<file path="config.mk">
export PLATFORM = sky130hd
export DESIGN_NAME = stream_find_and_replace_flat
export DESIGN_NICKNAME = d
export VERILOG_FILES = /design/src/rtl/sfr_pkg.sv /design/src/rtl/sfr_if.sv /design/src/rtl/sfr_front.sv /design/src/rtl/sfr_engine.sv /design/src/rtl/stream_find_and_replace.sv /design/src/flat_wrapper.sv
export VERILOG_INCLUDE_DIRS = /design/src /design/src/rtl
export SDC_FILE = /design/constraint.sdc
export NUM_CORES = 1
export LEC_CHECK = 0
export BUFFER_PORTS_ARGS = -buffer_cell sky130_fd_sc_hd__clkbuf_2
export CELL_PAD_IN_SITES_DETAIL_PLACEMENT = 0
export CELL_PAD_IN_SITES_GLOBAL_PLACEMENT = 1
export CORE_MARGIN = 2
export CORE_UTILIZATION = 35
export CTS_CLUSTER_SIZE = 16
export DETAILED_ROUTE_END_ITERATION = 7
export PLACE_DENSITY_LB_ADDON = 0.1
export SLEW_MARGIN = 20
export SYNTH_ARGS = -nofsm -noshare
export SYNTH_HDL_FRONTEND = slang
export SYNTH_SLANG_ARGS = --single-unit
</file>
<file path="constraint.sdc">
create_clock -name clk -period 3.2 [get_ports clk]
set_input_delay 0.16 -clock clk [delete_from_list [all_inputs] [get_ports clk]]
set_output_delay 0.16 -clock clk [all_outputs]
set_load 0.05 [all_outputs]
</file>
<file path="src/rtl/assert_macros.svh">
// Assertion macros shared by the stream find-and-replace RTL.
// Each macro expects signals named clk and rst_n in the enclosing module.
`ifndef ASSERT_MACROS_SVH
`define ASSERT_MACROS_SVH

// Same-cycle implication, disabled during reset.
`define SFR_ASSERT(label, ante, cons) \
    label: assert property (@(posedge clk) disable iff (!rst_n) (ante) |-> (cons)) \
        else $error("assertion failed");

// Next-cycle implication, disabled during reset.
`define SFR_ASSERT_NEXT(label, ante, cons) \
    label: assert property (@(posedge clk) disable iff (!rst_n) (ante) |=> (cons)) \
        else $error("assertion failed");

`endif

</file>
<file path="src/rtl/sfr_pkg.sv">
// Types and constants for the stream find-and-replace block.
// No dependencies; used by the interfaces and every module.
package sfr_pkg;

    localparam int BYTE_W    = 8;
    localparam int CFG_W     = 64;
    localparam int LEN_W     = 4;
    localparam int REPL_MAX  = 8;
    localparam int RIDX_W    = 3;
    localparam int CFG_IDX_W = 2;

    // Configuration register indexes
    typedef enum logic [CFG_IDX_W-1:0] {
        REG_PATTERN_BYTES     = 2'd0,
        REG_PATTERN_LENGTH    = 2'd1,
        REG_REPLACEMENT_BYTES = 2'd2,
        REG_REPLACEMENT_LENGTH = 2'd3
    } cfg_reg_t;

    typedef struct packed {
        logic [BYTE_W-1:0] text_byte;
        logic              end_of_text;
    } text_item_t;

    typedef struct packed {
        logic [BYTE_W-1:0] out_byte;
        logic              byte_present;
        logic              from_replacement;
        logic              last_of_text;
    } result_t;

    // Configuration as seen by the back end, lengths already clamped
    typedef struct packed {
        logic [CFG_W-1:0] pattern_bytes;
        logic [LEN_W-1:0] pattern_len;
        logic [CFG_W-1:0] replacement_bytes;
        logic [LEN_W-1:0] replacement_len;
    } cfg_t;

    // Handshake between the input queue and the sequencer
    typedef struct packed {
        logic       valid;
        text_item_t item;
    } queue_head_t;

endpackage

</file>
<file path="src/rtl/sfr_if.sv">
// Stream interfaces for the find-and-replace block: text beats in, result beats out.
// Depends on sfr_pkg.
interface sfr_text_if;
    logic                            valid;
    logic                            ready;
    logic [sfr_pkg::BYTE_W-1:0]      text_byte;
    logic                            end_of_text;

    modport source (output valid, output text_byte, output end_of_text, input ready);
    modport sink   (input valid, input text_byte, input end_of_text, output ready);
endinterface

interface sfr_result_if;
    logic                            valid;
    logic                            ready;
    logic [sfr_pkg::BYTE_W-1:0]      out_byte;
    logic                            byte_present;
    logic                            from_replacement;
    logic                            last_of_text;

    modport source (output valid, output out_byte, output byte_present,
                    output from_replacement, output last_of_text, input ready);
    modport sink   (input valid, input out_byte, input byte_present,
                    input from_replacement, input last_of_text, output ready);
endinterface

</file>
<file path="src/rtl/sfr_front.sv">
// Front end: accepts text beats into a two-entry queue for the sequencer.
// Depends on sfr_pkg and sfr_if.
module sfr_front
(
    input  logic                 clk,
    input  logic                 rst_n,
    sfr_text_if.sink             text,
    input  logic                 q_pop,
    output sfr_pkg::queue_head_t q_head
);

    sfr_pkg::text_item_t mem_reg [2];
    logic                wr_ptr_reg, wr_ptr_next;
    logic                rd_ptr_reg, rd_ptr_next;
    logic [1:0]          fill_reg, fill_next;
    logic                push;
    logic                pop;

    // Accept while a slot is free
    assign text.ready   = (fill_reg != 2'd2);
    assign push         = text.valid && text.ready;
    assign pop          = q_pop && (fill_reg != 2'd0);
    assign q_head.valid = (fill_reg != 2'd0);
    assign q_head.item  = mem_reg[rd_ptr_reg];

    // Advance pointers and fill level
    always_comb
    begin
        wr_ptr_next = push ? ~wr_ptr_reg : wr_ptr_reg;
        rd_ptr_next = pop ? ~rd_ptr_reg : rd_ptr_reg;
        fill_next   = fill_reg + 2'(push) - 2'(pop);
    end

    always_ff @(posedge clk or negedge rst_n)
    begin
        if (!rst_n)
        begin
            wr_ptr_reg <= 1'b0;
            rd_ptr_reg <= 1'b0;
            fill_reg   <= 2'd0;
        end
        else
        begin
            wr_ptr_reg <= wr_ptr_next;
            rd_ptr_reg <= rd_ptr_next;
            fill_reg   <= fill_next;
        end
    end

    // Store the accepted beat
    always_ff @(posedge clk)
    begin
        if (push)
        begin
            mem_reg[wr_ptr_reg].text_byte   <= text.text_byte;
            mem_reg[wr_ptr_reg].end_of_text <= text.end_of_text;
        end
    end

endmodule

</file>
<file path="src/rtl/sfr_engine.sv">
// Back end: holds candidate bytes, tests them against the pattern and emits
// released bytes, replacement bytes and the end marker. Depends on sfr_pkg, sfr_if and assert_macros.svh.
`include "assert_macros.svh"

module sfr_engine
#(
    parameter int MAX_PATTERN = 8
)
(
    input  logic                 clk,
    input  logic                 rst_n,
    input  sfr_pkg::cfg_t        cfg,
    input  sfr_pkg::queue_head_t q_head,
    output logic                 q_pop,
    sfr_result_if.source         result
);

    localparam int CW = $clog2(MAX_PATTERN + 1);
    localparam int HW = (MAX_PATTERN > 1) ? $clog2(MAX_PATTERN) : 1;
    localparam int LW = sfr_pkg::LEN_W;
    localparam int RW = sfr_pkg::RIDX_W;

    typedef enum logic [1:0] {
        ST_IDLE,
        ST_SCAN,
        ST_REPL,
        ST_END
    } state_t;

    state_t                     state_reg, state_next;
    logic [CW-1:0]              count_reg, count_next;
    logic [RW-1:0]              ridx_reg, ridx_next;
    logic                       eot_reg, eot_next;
    logic                       pend_v_reg, pend_v_next;
    logic                       out_v_reg, out_v_next;
    sfr_pkg::result_t           pend_reg, pend_next;
    sfr_pkg::result_t           out_reg, out_next;
    logic [sfr_pkg::BYTE_W-1:0] hold_reg [MAX_PATTERN];
    logic [sfr_pkg::BYTE_W-1:0] hold_next [MAX_PATTERN];

    logic                       out_free;
    logic                       can_emit;
    logic [MAX_PATTERN-1:0]     match_ok;
    logic                       is_prefix;
    logic                       is_full;
    logic                       emit;
    sfr_pkg::result_t           emit_data;
    logic                       shift;

    assign out_free = !out_v_reg || result.ready;
    assign can_emit = !pend_v_reg || out_free;

    // Compare each held byte with the pattern byte at the same place
    always_comb
    begin
        for (int i = 0; i < MAX_PATTERN; i++)
        begin
            match_ok[i] = (i >= int'(count_reg))
                || (hold_reg[i] == cfg.pattern_bytes[sfr_pkg::BYTE_W*i +: sfr_pkg::BYTE_W]);
        end
    end

    assign is_prefix = (LW'(count_reg) <= cfg.pattern_len) && (&match_ok);
    assign is_full   = (LW'(count_reg) == cfg.pattern_len);

    // Sequence one item: append, scan, replace, end
    always_comb
    begin
        state_next  = state_reg;
        count_next  = count_reg;
        ridx_next   = ridx_reg;
        eot_next    = eot_reg;
        pend_v_next = pend_v_reg;
        pend_next   = pend_reg;
        out_v_next  = out_v_reg;
        out_next    = out_reg;
        q_pop       = 1'b0;
        emit        = 1'b0;
        emit_data   = '0;
        shift       = 1'b0;
        for (int i = 0; i < MAX_PATTERN; i++)
        begin
            hold_next[i] = hold_reg[i];
        end

        // Drop the output beat once taken
        if (out_v_reg && result.ready)
        begin
            out_v_next = 1'b0;
        end

        unique case (state_reg)
            ST_IDLE:
            begin
                if (q_head.valid)
                begin
                    q_pop = 1'b1;
                    hold_next[count_reg[HW-1:0]] = q_head.item.text_byte;
                    count_next = count_reg + CW'(1);
                    eot_next   = q_head.item.end_of_text;
                    state_next = ST_SCAN;
                end
            end
            ST_SCAN:
            begin
                if (count_reg == '0)
                begin
                    state_next = ST_END;
                end
                else if (is_prefix)
                begin
                    if (is_full && (cfg.replacement_len != '0))
                    begin
                        ridx_next  = '0;
                        state_next = ST_REPL;
                    end
                    else
                    begin
                        if (is_full)
                        begin
                            count_next = '0;
                        end
                        state_next = ST_END;
                    end
                end
                else if (can_emit)
                begin
                    // Release the oldest held byte
                    emit       = 1'b1;
                    emit_data  = '{out_byte: hold_reg[0], byte_present: 1'b1,
                                   from_replacement: 1'b0, last_of_text: 1'b0};
                    shift      = 1'b1;
                    count_next = count_reg - CW'(1);
                end
            end
            ST_REPL:
            begin
                if (can_emit)
                begin
                    emit      = 1'b1;
                    emit_data = '{out_byte: cfg.replacement_bytes[sfr_pkg::BYTE_W*ridx_reg +:
                                                                  sfr_pkg::BYTE_W],
                                  byte_present: 1'b1, from_replacement: 1'b1,
                                  last_of_text: 1'b0};
                    ridx_next = ridx_reg + RW'(1);
                    if ({1'b0, ridx_reg} == cfg.replacement_len - LW'(1))
                    begin
                        count_next = '0;
                        state_next = ST_END;
                    end
                end
            end
            ST_END:
            begin
                if (eot_reg && (count_reg != '0))
                begin
                    // Flush the hold, oldest first
                    if (can_emit)
                    begin
                        emit       = 1'b1;
                        emit_data  = '{out_byte: hold_reg[0], byte_present: 1'b1,
                                       from_replacement: 1'b0, last_of_text: 1'b0};
                        shift      = 1'b1;
                        count_next = count_reg - CW'(1);
                    end
                end
                else if (eot_reg)
                begin
                    // Mark the final beat, or send a bare end marker
                    if (out_free)
                    begin
                        out_v_next = 1'b1;
                        if (pend_v_reg)
                        begin
                            out_next              = pend_reg;
                            out_next.last_of_text = 1'b1;
                        end
                        else
                        begin
                            out_next = '{out_byte: '0, byte_present: 1'b0,
                                         from_replacement: 1'b0, last_of_text: 1'b1};
                        end
                        pend_v_next = 1'b0;
                        state_next  = ST_IDLE;
                    end
                end
                else if (!pend_v_reg)
                begin
                    state_next = ST_IDLE;
                end
                else if (out_free)
                begin
                    out_next    = pend_reg;
                    out_v_next  = 1'b1;
                    pend_v_next = 1'b0;
                    state_next  = ST_IDLE;
                end
            end
            default:
            begin
                state_next = ST_IDLE;
            end
        endcase

        // Move the pending beat out and park the new one
        if (emit)
        begin
            if (pend_v_reg)
            begin
                out_next   = pend_reg;
                out_v_next = 1'b1;
            end
            pend_next   = emit_data;
            pend_v_next = 1'b1;
        end

        // Shift the hold down by one place
        if (shift)
        begin
            for (int i = 0; i < MAX_PATTERN - 1; i++)
            begin
                hold_next[i] = hold_reg[i + 1];
            end
        end
    end

    always_ff @(posedge clk or negedge rst_n)
    begin
        if (!rst_n)
        begin
            state_reg  <= ST_IDLE;
            count_reg  <= '0;
            ridx_reg   <= '0;
            eot_reg    <= 1'b0;
            pend_v_reg <= 1'b0;
            out_v_reg  <= 1'b0;
        end
        else
        begin
            state_reg  <= state_next;
            count_reg  <= count_next;
            ridx_reg   <= ridx_next;
            eot_reg    <= eot_next;
            pend_v_reg <= pend_v_next;
            out_v_reg  <= out_v_next;
        end
    end

    // Payload registers
    always_ff @(posedge clk)
    begin
        pend_reg <= pend_next;
        out_reg  <= out_next;
        for (int i = 0; i < MAX_PATTERN; i++)
        begin
            hold_reg[i] <= hold_next[i];
        end
    end

    assign result.valid            = out_v_reg;
    assign result.out_byte         = out_reg.out_byte;
    assign result.byte_present     = out_reg.byte_present;
    assign result.from_replacement = out_reg.from_replacement;
    assign result.last_of_text     = out_reg.last_of_text;

    // No beat is left pending between items
    `SFR_ASSERT(a_pend_flushed, state_reg == ST_IDLE, !pend_v_reg)
    // The hold always has room for the next byte between items
    `SFR_ASSERT(a_hold_room, state_reg == ST_IDLE, count_reg < CW'(MAX_PATTERN))
    // Closing a text puts a marked beat on the output and frees the sequencer
    `SFR_ASSERT_NEXT(a_last_ends_item,
        state_reg == ST_END && eot_reg && count_reg == '0 && out_free,
        state_reg == ST_IDLE && out_v_reg && out_reg.last_of_text)

endmodule

</file>
<file path="src/rtl/stream_find_and_replace.sv">
// Top level of the streaming find-and-replace block: configuration registers,
// input queue and match sequencer. Depends on sfr_pkg, sfr_if, sfr_front, sfr_engine.
//
//  channel  | dir | beat
//  ---------+-----+-------------------------------------------------------------
//  text     | in  | text_byte, end_of_text
//  result   | out | out_byte, byte_present, from_replacement, last_of_text
//  cfg      | in  | cfg_we, cfg_index, cfg_data (write only)
//
// A byte that passes straight through is appended in ST_IDLE, released in ST_SCAN and
// sent out in ST_END; further released, replacement or flushed bytes go out one per
// cycle unless the output stalls, set by the shared prefix compare and output path.
// The input queue holds two beats, so text is taken while the sequencer works.
// The output register and one pending beat let results wait on a stalled sink.
// Reset is asynchronous; the text input is ready as soon as it is released.
module stream_find_and_replace
#(
    parameter int MAX_PATTERN = 8
)
(
    input  logic                            clk,
    input  logic                            rst_n,
    input  logic                            cfg_we,
    input  logic [sfr_pkg::CFG_IDX_W-1:0]   cfg_index,
    input  logic [sfr_pkg::CFG_W-1:0]       cfg_data,
    sfr_text_if.sink                        text,
    sfr_result_if.source                    result
);

    localparam int LW = sfr_pkg::LEN_W;

    logic [sfr_pkg::CFG_W-1:0] pattern_bytes_reg;
    logic [LW-1:0]             pattern_length_reg;
    logic [sfr_pkg::CFG_W-1:0] replacement_bytes_reg;
    logic [LW-1:0]             replacement_length_reg;
    sfr_pkg::cfg_t             cfg;
    sfr_pkg::queue_head_t      q_head;
    logic                      q_pop;

    // Hold configuration writes
    always_ff @(posedge clk or negedge rst_n)
    begin
        if (!rst_n)
        begin
            pattern_bytes_reg      <= '0;
            pattern_length_reg     <= LW'(1);
            replacement_bytes_reg  <= '0;
            replacement_length_reg <= '0;
        end
        else if (cfg_we)
        begin
            unique case (sfr_pkg::cfg_reg_t'(cfg_index))
                sfr_pkg::REG_PATTERN_BYTES:      pattern_bytes_reg      <= cfg_data;
                sfr_pkg::REG_PATTERN_LENGTH:     pattern_length_reg     <= cfg_data[LW-1:0];
                sfr_pkg::REG_REPLACEMENT_BYTES:  replacement_bytes_reg  <= cfg_data;
                sfr_pkg::REG_REPLACEMENT_LENGTH: replacement_length_reg <= cfg_data[LW-1:0];
                default:                         ;
            endcase
        end
    end

    // Clamp lengths into their usable ranges
    always_comb
    begin
        cfg.pattern_bytes     = pattern_bytes_reg;
        cfg.replacement_bytes = replacement_bytes_reg;
        if (pattern_length_reg == '0)
        begin
            cfg.pattern_len = LW'(1);
        end
        else if (pattern_length_reg > LW'(MAX_PATTERN))
        begin
            cfg.pattern_len = LW'(MAX_PATTERN);
        end
        else
        begin
            cfg.pattern_len = pattern_length_reg;
        end
        if (replacement_length_reg > LW'(sfr_pkg::REPL_MAX))
        begin
            cfg.replacement_len = LW'(sfr_pkg::REPL_MAX);
        end
        else
        begin
            cfg.replacement_len = replacement_length_reg;
        end
    end

    sfr_front u_front
    (
        .clk    (clk),
        .rst_n  (rst_n),
        .text   (text),
        .q_pop  (q_pop),
        .q_head (q_head)
    );

    sfr_engine #(.MAX_PATTERN(MAX_PATTERN)) u_engine
    (
        .clk    (clk),
        .rst_n  (rst_n),
        .cfg    (cfg),
        .q_head (q_head),
        .q_pop  (q_pop),
        .result (result)
    );

endmodule
</file>
<file path="src/flat_wrapper.sv">
// flat-port wrapper written by rule: the top's interface ports become plain ports
module stream_find_and_replace_flat 
#(
    parameter int MAX_PATTERN = 8
)
  (clk, rst_n, cfg_we, cfg_index, cfg_data, text_valid, text_text_byte, text_end_of_text, text_ready, result_valid, result_out_byte, result_byte_present, result_from_replacement, result_last_of_text, result_ready);
  sfr_text_if text_i ();
  sfr_result_if result_i ();
  input  logic clk;
  input  logic rst_n;
  input  logic cfg_we;
  input  logic [sfr_pkg::CFG_IDX_W-1:0] cfg_index;
  input  logic [sfr_pkg::CFG_W-1:0] cfg_data;
  input wire logic [$bits(text_i.valid)-1:0] text_valid;
  input wire logic [$bits(text_i.text_byte)-1:0] text_text_byte;
  input wire logic [$bits(text_i.end_of_text)-1:0] text_end_of_text;
  output wire logic [$bits(text_i.ready)-1:0] text_ready;
  output wire logic [$bits(result_i.valid)-1:0] result_valid;
  output wire logic [$bits(result_i.out_byte)-1:0] result_out_byte;
  output wire logic [$bits(result_i.byte_present)-1:0] result_byte_present;
  output wire logic [$bits(result_i.from_replacement)-1:0] result_from_replacement;
  output wire logic [$bits(result_i.last_of_text)-1:0] result_last_of_text;
  input wire logic [$bits(result_i.ready)-1:0] result_ready;
  assign text_i.valid = text_valid;
  assign text_i.text_byte = text_text_byte;
  assign text_i.end_of_text = text_end_of_text;
  assign text_ready = text_i.ready;
  assign result_valid = result_i.valid;
  assign result_out_byte = result_i.out_byte;
  assign result_byte_present = result_i.byte_present;
  assign result_from_replacement = result_i.from_replacement;
  assign result_last_of_text = result_i.last_of_text;
  assign result_i.ready = result_ready;
  stream_find_and_replace #(.MAX_PATTERN(MAX_PATTERN)) u_core (.clk(clk), .rst_n(rst_n), .cfg_we(cfg_we), .cfg_index(cfg_index), .cfg_data(cfg_data), .text(text_i), .result(result_i));
endmodule
</file>
==> metrics.txt, run 1 <==
status completed; initial antenna violation count 1; Vias/cell 4.96; antenna fix cells 0; clk sink count 255; crit path time final 2900 ps; wire per inst 21.1 um; hpwl dp 23.4 mm; Yosys cell types 59; WHS 110 ps; DR iter-0 viols 400; vias 7499; Die Area 34600 um^2; sequential fraction of the synthesis area 0.585; number of synthesis warnings 0; Gate Count Post-Synth 830; Site Rows 66; HP Start cfg_we; Initial Util 0.356; TNS Setup 0 ps; DRT Pass-1 Iters 4; Post-Syn Nets 923; Layout area overhead 26.6%; CP Launch Type flip-flop; FFs w/ async S/R, synth 0.596; die height 186 um; Setup CP Type flip-flop to flip-flop; slowest stage delay, CP 490 ps; CORE AREA 32600 um^2; fmax 345 MHz; post-layout util 0.451; CP arrival 3160 ps; GP Congestion 0.806; final net count 1139; Final Hold Viols 0; Hold WC Path Type input pin to flip-flop; FF-to-FF Start u_core.u_engine.hold_reg[1][20]; ratio of cells with drive above 1 in the final layout 0.336; Worst Hold Path Cells 3; final critical-path share of the clock period 0.906; syn avg cell area 14.0 um^2; I/O Buffers 92; CTS H-tree depth 1; Die X 186 um; predominant post-synthesis flop cell dfrtp_1; CP required 3460 ps; EDFF count, synth 92; Total GRT Usage 0.188; kind of end point of the critical path flip-flop; post-CTS setup buffers 0; clk_lat worst skew 560 ps; Final Slew Violations 0; antenna viol nets, final 0; pin count of the biggest net entering global routing 83; global-route wire length before repair 48.0 mm; Slew @ Worst Pin 952 ps; Post-Syn Area 11600 um^2; pwr dens 952 nW/um^2; Hold Path End u_core.replacement_length_reg[1]; total CTS buffers 29; routed wire length 31.8 mm; IO Count 93; clock-pin slew on the worst setup and hold paths 60 ps; Setup Viol. Count Final 0; clock root cell clkbuf_16; Remaining DRCs 0; Worst slew margin 0.366; CP max-delay cell nor4_1; worst vdd rail ir drop 0.451 mV; Worst R2R End u_core.u_engine.pend_reg[5]; most frequent CP cell buf_4; Pleak 0.00602 uW; RSZ-0062 raised after global routing false; GRT overflow 0; Max-Cap Viols 0; Max clock buf depth 3; critical-path cell list xor2_1, nor4_1, a21oi_1, buf_4, a2111oi_4, buf_4, nand3_4, and2_4, buf_4, o2bb2ai_1; reg-to-reg slack, setup 300 ps; crit-path max FO 20; Worst Skew 23.0 ps; vias in the first global route 7832; CTS tree yes; CP Launch Point u_core.u_engine.hold_reg[1][20]; worst reg2reg path depth 10; Seq cells post-synth 255
timing repair:
action | 4_1_cts | 5_1_grt
endpoints found under the hold margin | 236 | 0
hold buffers | 76 | 0
resized for setup | 0 | 0
routing by layer:
| layer | routed length, um | GRT usage | up-vias |
|---|---|---|---|
| met5 | 12 | 0 | - |
| met4 | 573 | 0.0387 | 2 |
| met3 | 1290 | 0.0243 | 40 |
| met2 | 15300 | 0.318 | 135 |
| met1 | 14700 | 0.260 | 3768 |
| li1 | - | - | 3554 |
layout make-up:
| type | count | area, um^2 |
|---|---|---|
| fill | 3001 | 17900 |
| tap | 442 | 553 |
| clock inverter | 20 | 211 |
| multi-input combinational | 515 | 4550 |
| clock buffer | 34 | 807 |
| timing repair buffer | 223 | 1700 |
| inverter | 22 | 82.6 |
| sequential | 255 | 6790 |
logic make-up (layout without fill, tap and decap cells):
| logic type | Yosys count | after routing | synth area share |
|---|---|---|---|
| DFF | 255 | 255 | 0.585 |
| muxes | 170 | 170 | 0.179 |
| AOI/OAI and AO/OA | 131 | 131 | 0.0899 |
| and+or+nand+nor | 128 | 128 | 0.0542 |
| xor gates and xnor gates | 73 | 73 | 0.0551 |
| buffers and inverters | 60 | 299 | 0.0234 |
| adders and majority gates | 13 | 13 | 0.0140 |
cells in the final DEF (no fill, tap or decap), types with 3 or more instances in the layout:
master / Yosys / final
dfrtp_1: 151 / 151
mux2_2: 136 / 136
edfxtp_1: 92 / 92
clkbuf_2: 0 / 91
dlygate4sd3_1: 0 / 76
buf_4: 0 / 50
nand2_1: 47 / 47
xor2_1: 43 / 43
a22o_1: 41 / 41
o2bb2ai_1: 33 / 33
clkbuf_16: 0 / 31
xnor2_1: 30 / 30
nor2_1: 21 / 21
inv_1: 19 / 19
mux2i_1: 18 / 18
mux4_2: 16 / 16
o21ai_0: 13 / 13
ha_1: 13 / 13
nor4_1: 12 / 12
nor3_1: 11 / 11
a21oi_1: 11 / 11
dfxtp_1: 11 / 11
nand4_1: 8 / 8
clkinv_2: 0 / 8
nand3_1: 7 / 7
clkinv_1: 3 / 6
a211oi_1: 5 / 5
buf_12: 0 / 5
nand2b_1: 4 / 4
bufinv_16: 0 / 4
o21a_1: 3 / 3
where the power goes:
group	switching, uW	internal [uW]	total (uW)
clock	1370	2130	3500
combinational	2780	2210	4990
sequential	786	4710	5500
critical path: cells and delay by family, from the launching register on:
family / cells / cell delay, ps
xor+xnor: 1 / 160
compound gates: 3 / 680
flops: 1 / 420
simple gates: 3 / 750
buf+inv: 3 / 580
how the worst max path moves through the flow:
stage	endpoint	slack [ps]	depth (start not counted)
after CTS	u_core.u_engine.count_reg[1]	300	11
after global routing	u_core.u_engine.count_reg[1]	50	11
after global placement	u_core.u_engine.count_reg[1]	230	9
after detailed placement	u_core.u_engine.count_reg[1]	290	11
final	u_core.u_engine.pend_reg[5]	300	10
after floorplan	u_core.u_engine.pend_reg[10]	370	10
synth_stat cells, drive strengths merged, types with 3 or more instances:
library cell	instances	area, um^2
mux4	16	360
nand2	47	176
a22o	41	359
mux2i	18	180
clkbuf	26	97.6
nor2	22	85.1
xnor2	30	263
nand3	8	52.6
xor2	43	377
ha	13	163
nor4	12	75.1
mux2	136	1530
and2	4	27.5
a211oi	5	37.5
o21ai	14	70.1
o21a	3	22.5
clkinv	3	11.3
inv	19	71.3
dfrtp	151	3780
a21oi	12	63.8
edfxtp	92	2760
nand4	8	50.1
o2bb2ai	33	289
dfxtp	11	220
nand2b	4	25.0
buf	12	91.3
nor3	11	55.1
through the flow:
step | power, uW | instances | cell area, um^2 | worst slack (ps)
6_report | 14000 | 1511 | 14700 | 301
5_1_grt | 14800 | 1511 | 14700 | 46.2
4_1_cts | 14200 | 1511 | 14700 | 297
3_5_place_dp | 10500 | 1381 | 12900 | 295
3_3_place_gp | 10500 | 1381 | 12900 | 231
2_1_floorplan | 8580 | 830 | 11600 | 371
Power figures use the tool's default switching activity.
==> run 2: changes to the inputs <==
PLACE_DENSITY = 0.57   (was unset)
PLACE_DENSITY_LB_ADDON = unset   (was 0.1)
==> run 2 against run 1 <==
Effect of this change:
- count of clock-buffer cells in the layout grew 3
- highest routed layer is now met4
- clock skew is 13 ps lower
- design area is 1.4% lower
- largest cell class unchanged
- power shrank 3.9%
==> metrics.txt, run 2 (same netlist as run 1, synthesis figures left out) <==
CP Launch Type flip-flop; worst reg2reg path depth 11; Remaining DRCs 0; IO Count 93; CP arrival 3300 ps; PostCTS Resize Cnt 0; crit path time final 3000 ps; I/O Buffers 92; Worst Skew 9.96 ps; wire per inst 20.9 um; Total GRT Usage 0.186; Pleak 0.00592 uW; Layout area overhead 24.9%; Design Area, Final 14500 um^2; DR iter-0 viols 469; CP required 3500 ps; Final Slew Violations 0; most common cell after layout, fill and taps aside dfrtp_1; worst vdd rail ir drop 0.450 mV; TNS Setup 0 ps; reg-to-reg slack, setup 200 ps; RSZ-0062 raised after global routing false; ratio of cells with drive above 1 in the final layout 0.325; GP Congestion 0.841; hpwl dp 23.1 mm; WHS 101 ps; vias 7465; CORE AREA 32600 um^2; HP Start cfg_index[0]; final critical-path share of the clock period 0.937; vias in the first global route 7743; antenna fix cells 0; Vias/cell 4.96; Worst R2R End u_core.u_engine.hold_reg[0][13]; Die X 186 um; Max clock buf depth 3; Site Rows 66; Slew @ Worst Pin 930 ps; Worst Hold Path Cells 3; CTS tree yes; CTS H-tree depth 1; leading cell types in the layout, fill and taps excluded dfrtp_1 (151), mux2_2 (136), edfxtp_1 (92); clock-pin slew on the worst setup and hold paths 60 ps; Setup Viol. Count Final 0; antenna viol nets, final 0; Initial Util 0.356; total CTS buffers 29; clock root cell clkbuf_16; Worst slew margin 0.380; placed inst area 12900 um^2; kind of end point of the critical path flip-flop; initial antenna violation count 0; Die Area 34600 um^2; DRT Pass-1 Iters 4; Hold Path End u_core.replacement_length_reg[2]; crit-path max FO 64; Hold WC Path Type input pin to flip-flop; global-route wire length before repair 47.7 mm; Setup CP Type flip-flop to flip-flop; status completed; routed wire length 31.4 mm; pwr dens 928 nW/um^2; post-CTS setup buffers 0; final net count 1134; clk_lat worst skew 550 ps; clk sink count 255; GRT overflow 0; die height 186 um; fmax 333 MHz; Final Hold Viols 0; pin count of the biggest net entering global routing 83; FF-to-FF Start u_core.pattern_length_reg[3]; Max-Cap Viols 0
==> run 2: worst max-delay path by stage <==
stage	slack, ps	start	depth (start not counted)	endpoint
floorplan	370	u_core.u_engine.count_reg[0]	10	u_core.u_engine.pend_reg[10]
global placement	270	u_core.u_engine.hold_reg[1][22]	9	u_core.u_engine.hold_reg[1][5]
detailed placement	210	u_core.pattern_length_reg[3]	11	u_core.u_engine.hold_reg[0][13]
CTS	200	u_core.pattern_length_reg[3]	11	u_core.u_engine.hold_reg[0][13]
global route	10	u_core.pattern_length_reg[3]	11	u_core.u_engine.hold_reg[0][23]
finish	200	u_core.pattern_length_reg[3]	11	u_core.u_engine.hold_reg[0][13]
==> run 2: cell type report <==
type	instances	area, um^2
Multi-Input combinational cell	515	4550
Clock inverter	16	82.6
Timing Repair Buffer	218	1640
Sequential cell	255	6790
Clock buffer	37	796
Tap cell	442	553
Fill cell	3063	18100
Inverter	22	82.6
==> run 2: what timing repair did <==
item                                    in CTS  in global routing
endpoints found under the setup margin       0                  0
hold buffers                                76                  0
hold endpoints to repair                   234                  0
==> run 2: per-layer routing <==
| metal | global-route usage | up-vias | share of wire |
|---|---|---|---|
| li1 | - | 3520 | - |
| met1 | 0.257 | 3748 | 0.47 |
| met5 | 0 | - | 0 |
| met3 | 0.0239 | 41 | 0.036 |
| met2 | 0.312 | 156 | 0.48 |
| met4 | 0.0409 | 0 | 0.021 |
==> run 2: where the power goes <==
group          internal (uW)  switching [uW]  total [uW]  leakage, uW
clock network           1750            1340        3090     0.000440
registers               4720             818        5530      0.00278
logic                   2120            2700        4830      0.00270
==> run 2: stage by stage <==
stage	setup WS (ps)	power (uW)	std cells	util
6_report	201	13400	1505	0.444
5_1_grt	9.83	14200	1505	0.444
4_1_cts	197	13600	1505	0.444
3_5_place_dp	209	10400	1376	0.394
3_3_place_gp	270	10400	1376	0.394
2_1_floorplan	371	8580	830	-
==> run 2: critical path, stage by stage (launching register included) <==
cell and delay [ps]:
dfrtp_1 390, inv_1 120, nand2_1 80, ha_1 320
a21o_1 190, a21oi_1 120, o21ai_0 150, a2111oi_4 410
buf_4 190, nand3_4 70, and2_4 350, a22o_1 330
==> run 3: changes to the inputs <==
clock period = 3.59 ns   (was 3.2 ns; I/O delays follow)
==> run 3 against run 2 <==
Effect of this change:
- count of clock-buffer cells in the layout decreased by 2
- combinational power shrank 17%
- sequential power down 9.8%
- design area decreased by 0.43%
- hold slack improved by 2.1 ps
- register-to-register slack better by 330 ps
- sequential cell count stayed put
- die area unchanged
- sequential share of layout area grew 0.20 points
- global-route usage decreased by 0.55 points
- critical path depth down 3
- critical path type unchanged
- highest routed layer unchanged
==> metrics.txt, run 3 (same netlist as run 1, synthesis figures left out) <==
status completed; Reg area 6790 um^2; TNS Setup 0 ps; fin cells 1487; CP Launch Type flip-flop; Total GRT Usage 0.180; Clk network pwr share 0.254; Pleak 0.00586 uW; Critical Path End u_core.u_engine.hold_reg[0][1]; most common cell after layout, fill and taps aside dfrtp_1; initial antenna violation count 0; multi-input combinational cell area 4550 um^2; GP Congestion 0.835; Max clock buf depth 3; clk_lat worst skew 570 ps; pin count of the biggest net entering global routing 87; pwr dens 835 nW/um^2; Psw 4330 uW; I/O Buffers 92; DRT Pass-1 Iters 4; Worst R2R End u_core.u_engine.hold_reg[0][1]; fmax 327 MHz; combinational share of power 0.332; fillers 3011; Layout area overhead 24.3%; Worst Skew 21.1 ps; Vias/cell 5.02; DR iter-0 viols 383; Site Rows 66; Remaining DRCs 0; FF-to-FF Start u_core.u_engine.count_reg[2]; clk sink count 255; clock-pin slew on the worst setup and hold paths 70 ps; leading cell types in the layout, fill and taps excluded dfrtp_1 (151), mux2_2 (136), edfxtp_1 (92); CP arrival 3290 ps; worst reg2reg path depth 8; GRT overflow 0; die height 186 um; Hold WC Path Type input pin to flip-flop; Setup CP Type flip-flop to flip-flop; hpwl dp 22.3 mm; final net count 1114; crit path time final 3060 ps; sequential power share 0.414; CP required 3820 ps; Die Area 34600 um^2; reg-to-reg slack, setup 530 ps; Slew @ Worst Pin 936 ps; Max-Cap Viols 0; total CTS buffers 30; Initial Util 0.356; IO Count 93; CP Launch Point u_core.u_engine.count_reg[2]; WHS 103 ps; CTS tree yes; Int Pwr 7720 uW; routed wire length 30.9 mm; vias in the first global route 7532; post-layout util 0.442; worst vdd rail ir drop 0.391 mV; ratio of cells with drive above 1 in the final layout 0.315; post-CTS setup buffers 0; # placed instances 1355; clock root cell clkbuf_16; Die X 186 um; global-route wire length before repair 46.0 mm; crit-path max FO 10; CORE AREA 32600 um^2; Final Hold Viols 0; antenna fix cells 0; Worst slew margin 0.376; Sw Ratio 0.359; CTS H-tree depth 1; Setup Viol. Count Final 0; antenna viol nets, final 0; wire per inst 20.8 um; Final Slew Violations 0; kind of end point of the critical path flip-flop; final critical-path share of the clock period 0.852; RSZ-0062 raised after global routing false; vias 7466
run 3: layout make-up:
cell class,count,share of cell area
sequential,255,0.470
multi-input combinational,515,0.315
timing repair buffer,197,0.101
clock buffer,35,0.0562
tap,442,0.0383
clock inverter,21,0.0130
inverter,22,0.00572
run 3: how the worst min path moves through the flow:
stage	from	to	slack, ps	cells after the start
2_1_floorplan	rst_n	u_core.pattern_bytes_reg[0]	-120	0
3_3_place_gp	rst_n	u_core.replacement_bytes_reg[8]	300	1
3_5_place_dp	rst_n	u_core.replacement_bytes_reg[8]	300	1
4_1_cts	cfg_index[0]	u_core.replacement_length_reg[1]	90	3
5_1_grt	cfg_index[0]	u_core.replacement_length_reg[2]	120	3
6_report	cfg_index[0]	u_core.replacement_length_reg[3]	100	3
run 3: timing repair:
item / in CTS / in global routing
hold endpoints to repair: 238 / 0
hold buffers: 76 / 0
endpoints found under the setup margin: 0 / 0
gates resized for setup: 0 / 0
run 3: stage by stage:
stage	instance area (um^2)	power (uW)	setup slack (ps)
floorplan	11600	7650	761
finish	14400	12100	530
global route	14400	12700	287
CTS	14400	12200	519
global placement	12700	8990	605
detailed placement	12700	9020	558
run 3: power groups by stage:
stage	clock (uW)	combinational, uW	sequential, uW
after floorplan	0	2800	4850
after global placement	0	3940	5050
final	3060	4000	4990
after CTS	3120	4050	5000
after global routing	3240	4370	5090
after detailed placement	0	3970	5050
run 3: critical path: stages (launching register included):
cell       delay, ps
dfrtp_1          560
ha_1             330
a21o_1           190
a21oi_1          140
o21ai_0          150
a2111oi_4        490
nand3_4          160
nand2_1          360
nand2_1          330
run 3: layer usage:
layer	vias to the layer above	track usage	wire length, um
met3	54	0.0309	1100
met2	145	0.294	14400
met5	-	0	0
met4	0	0.0542	843
li1	3505	-	-
met1	3762	0.247	14500
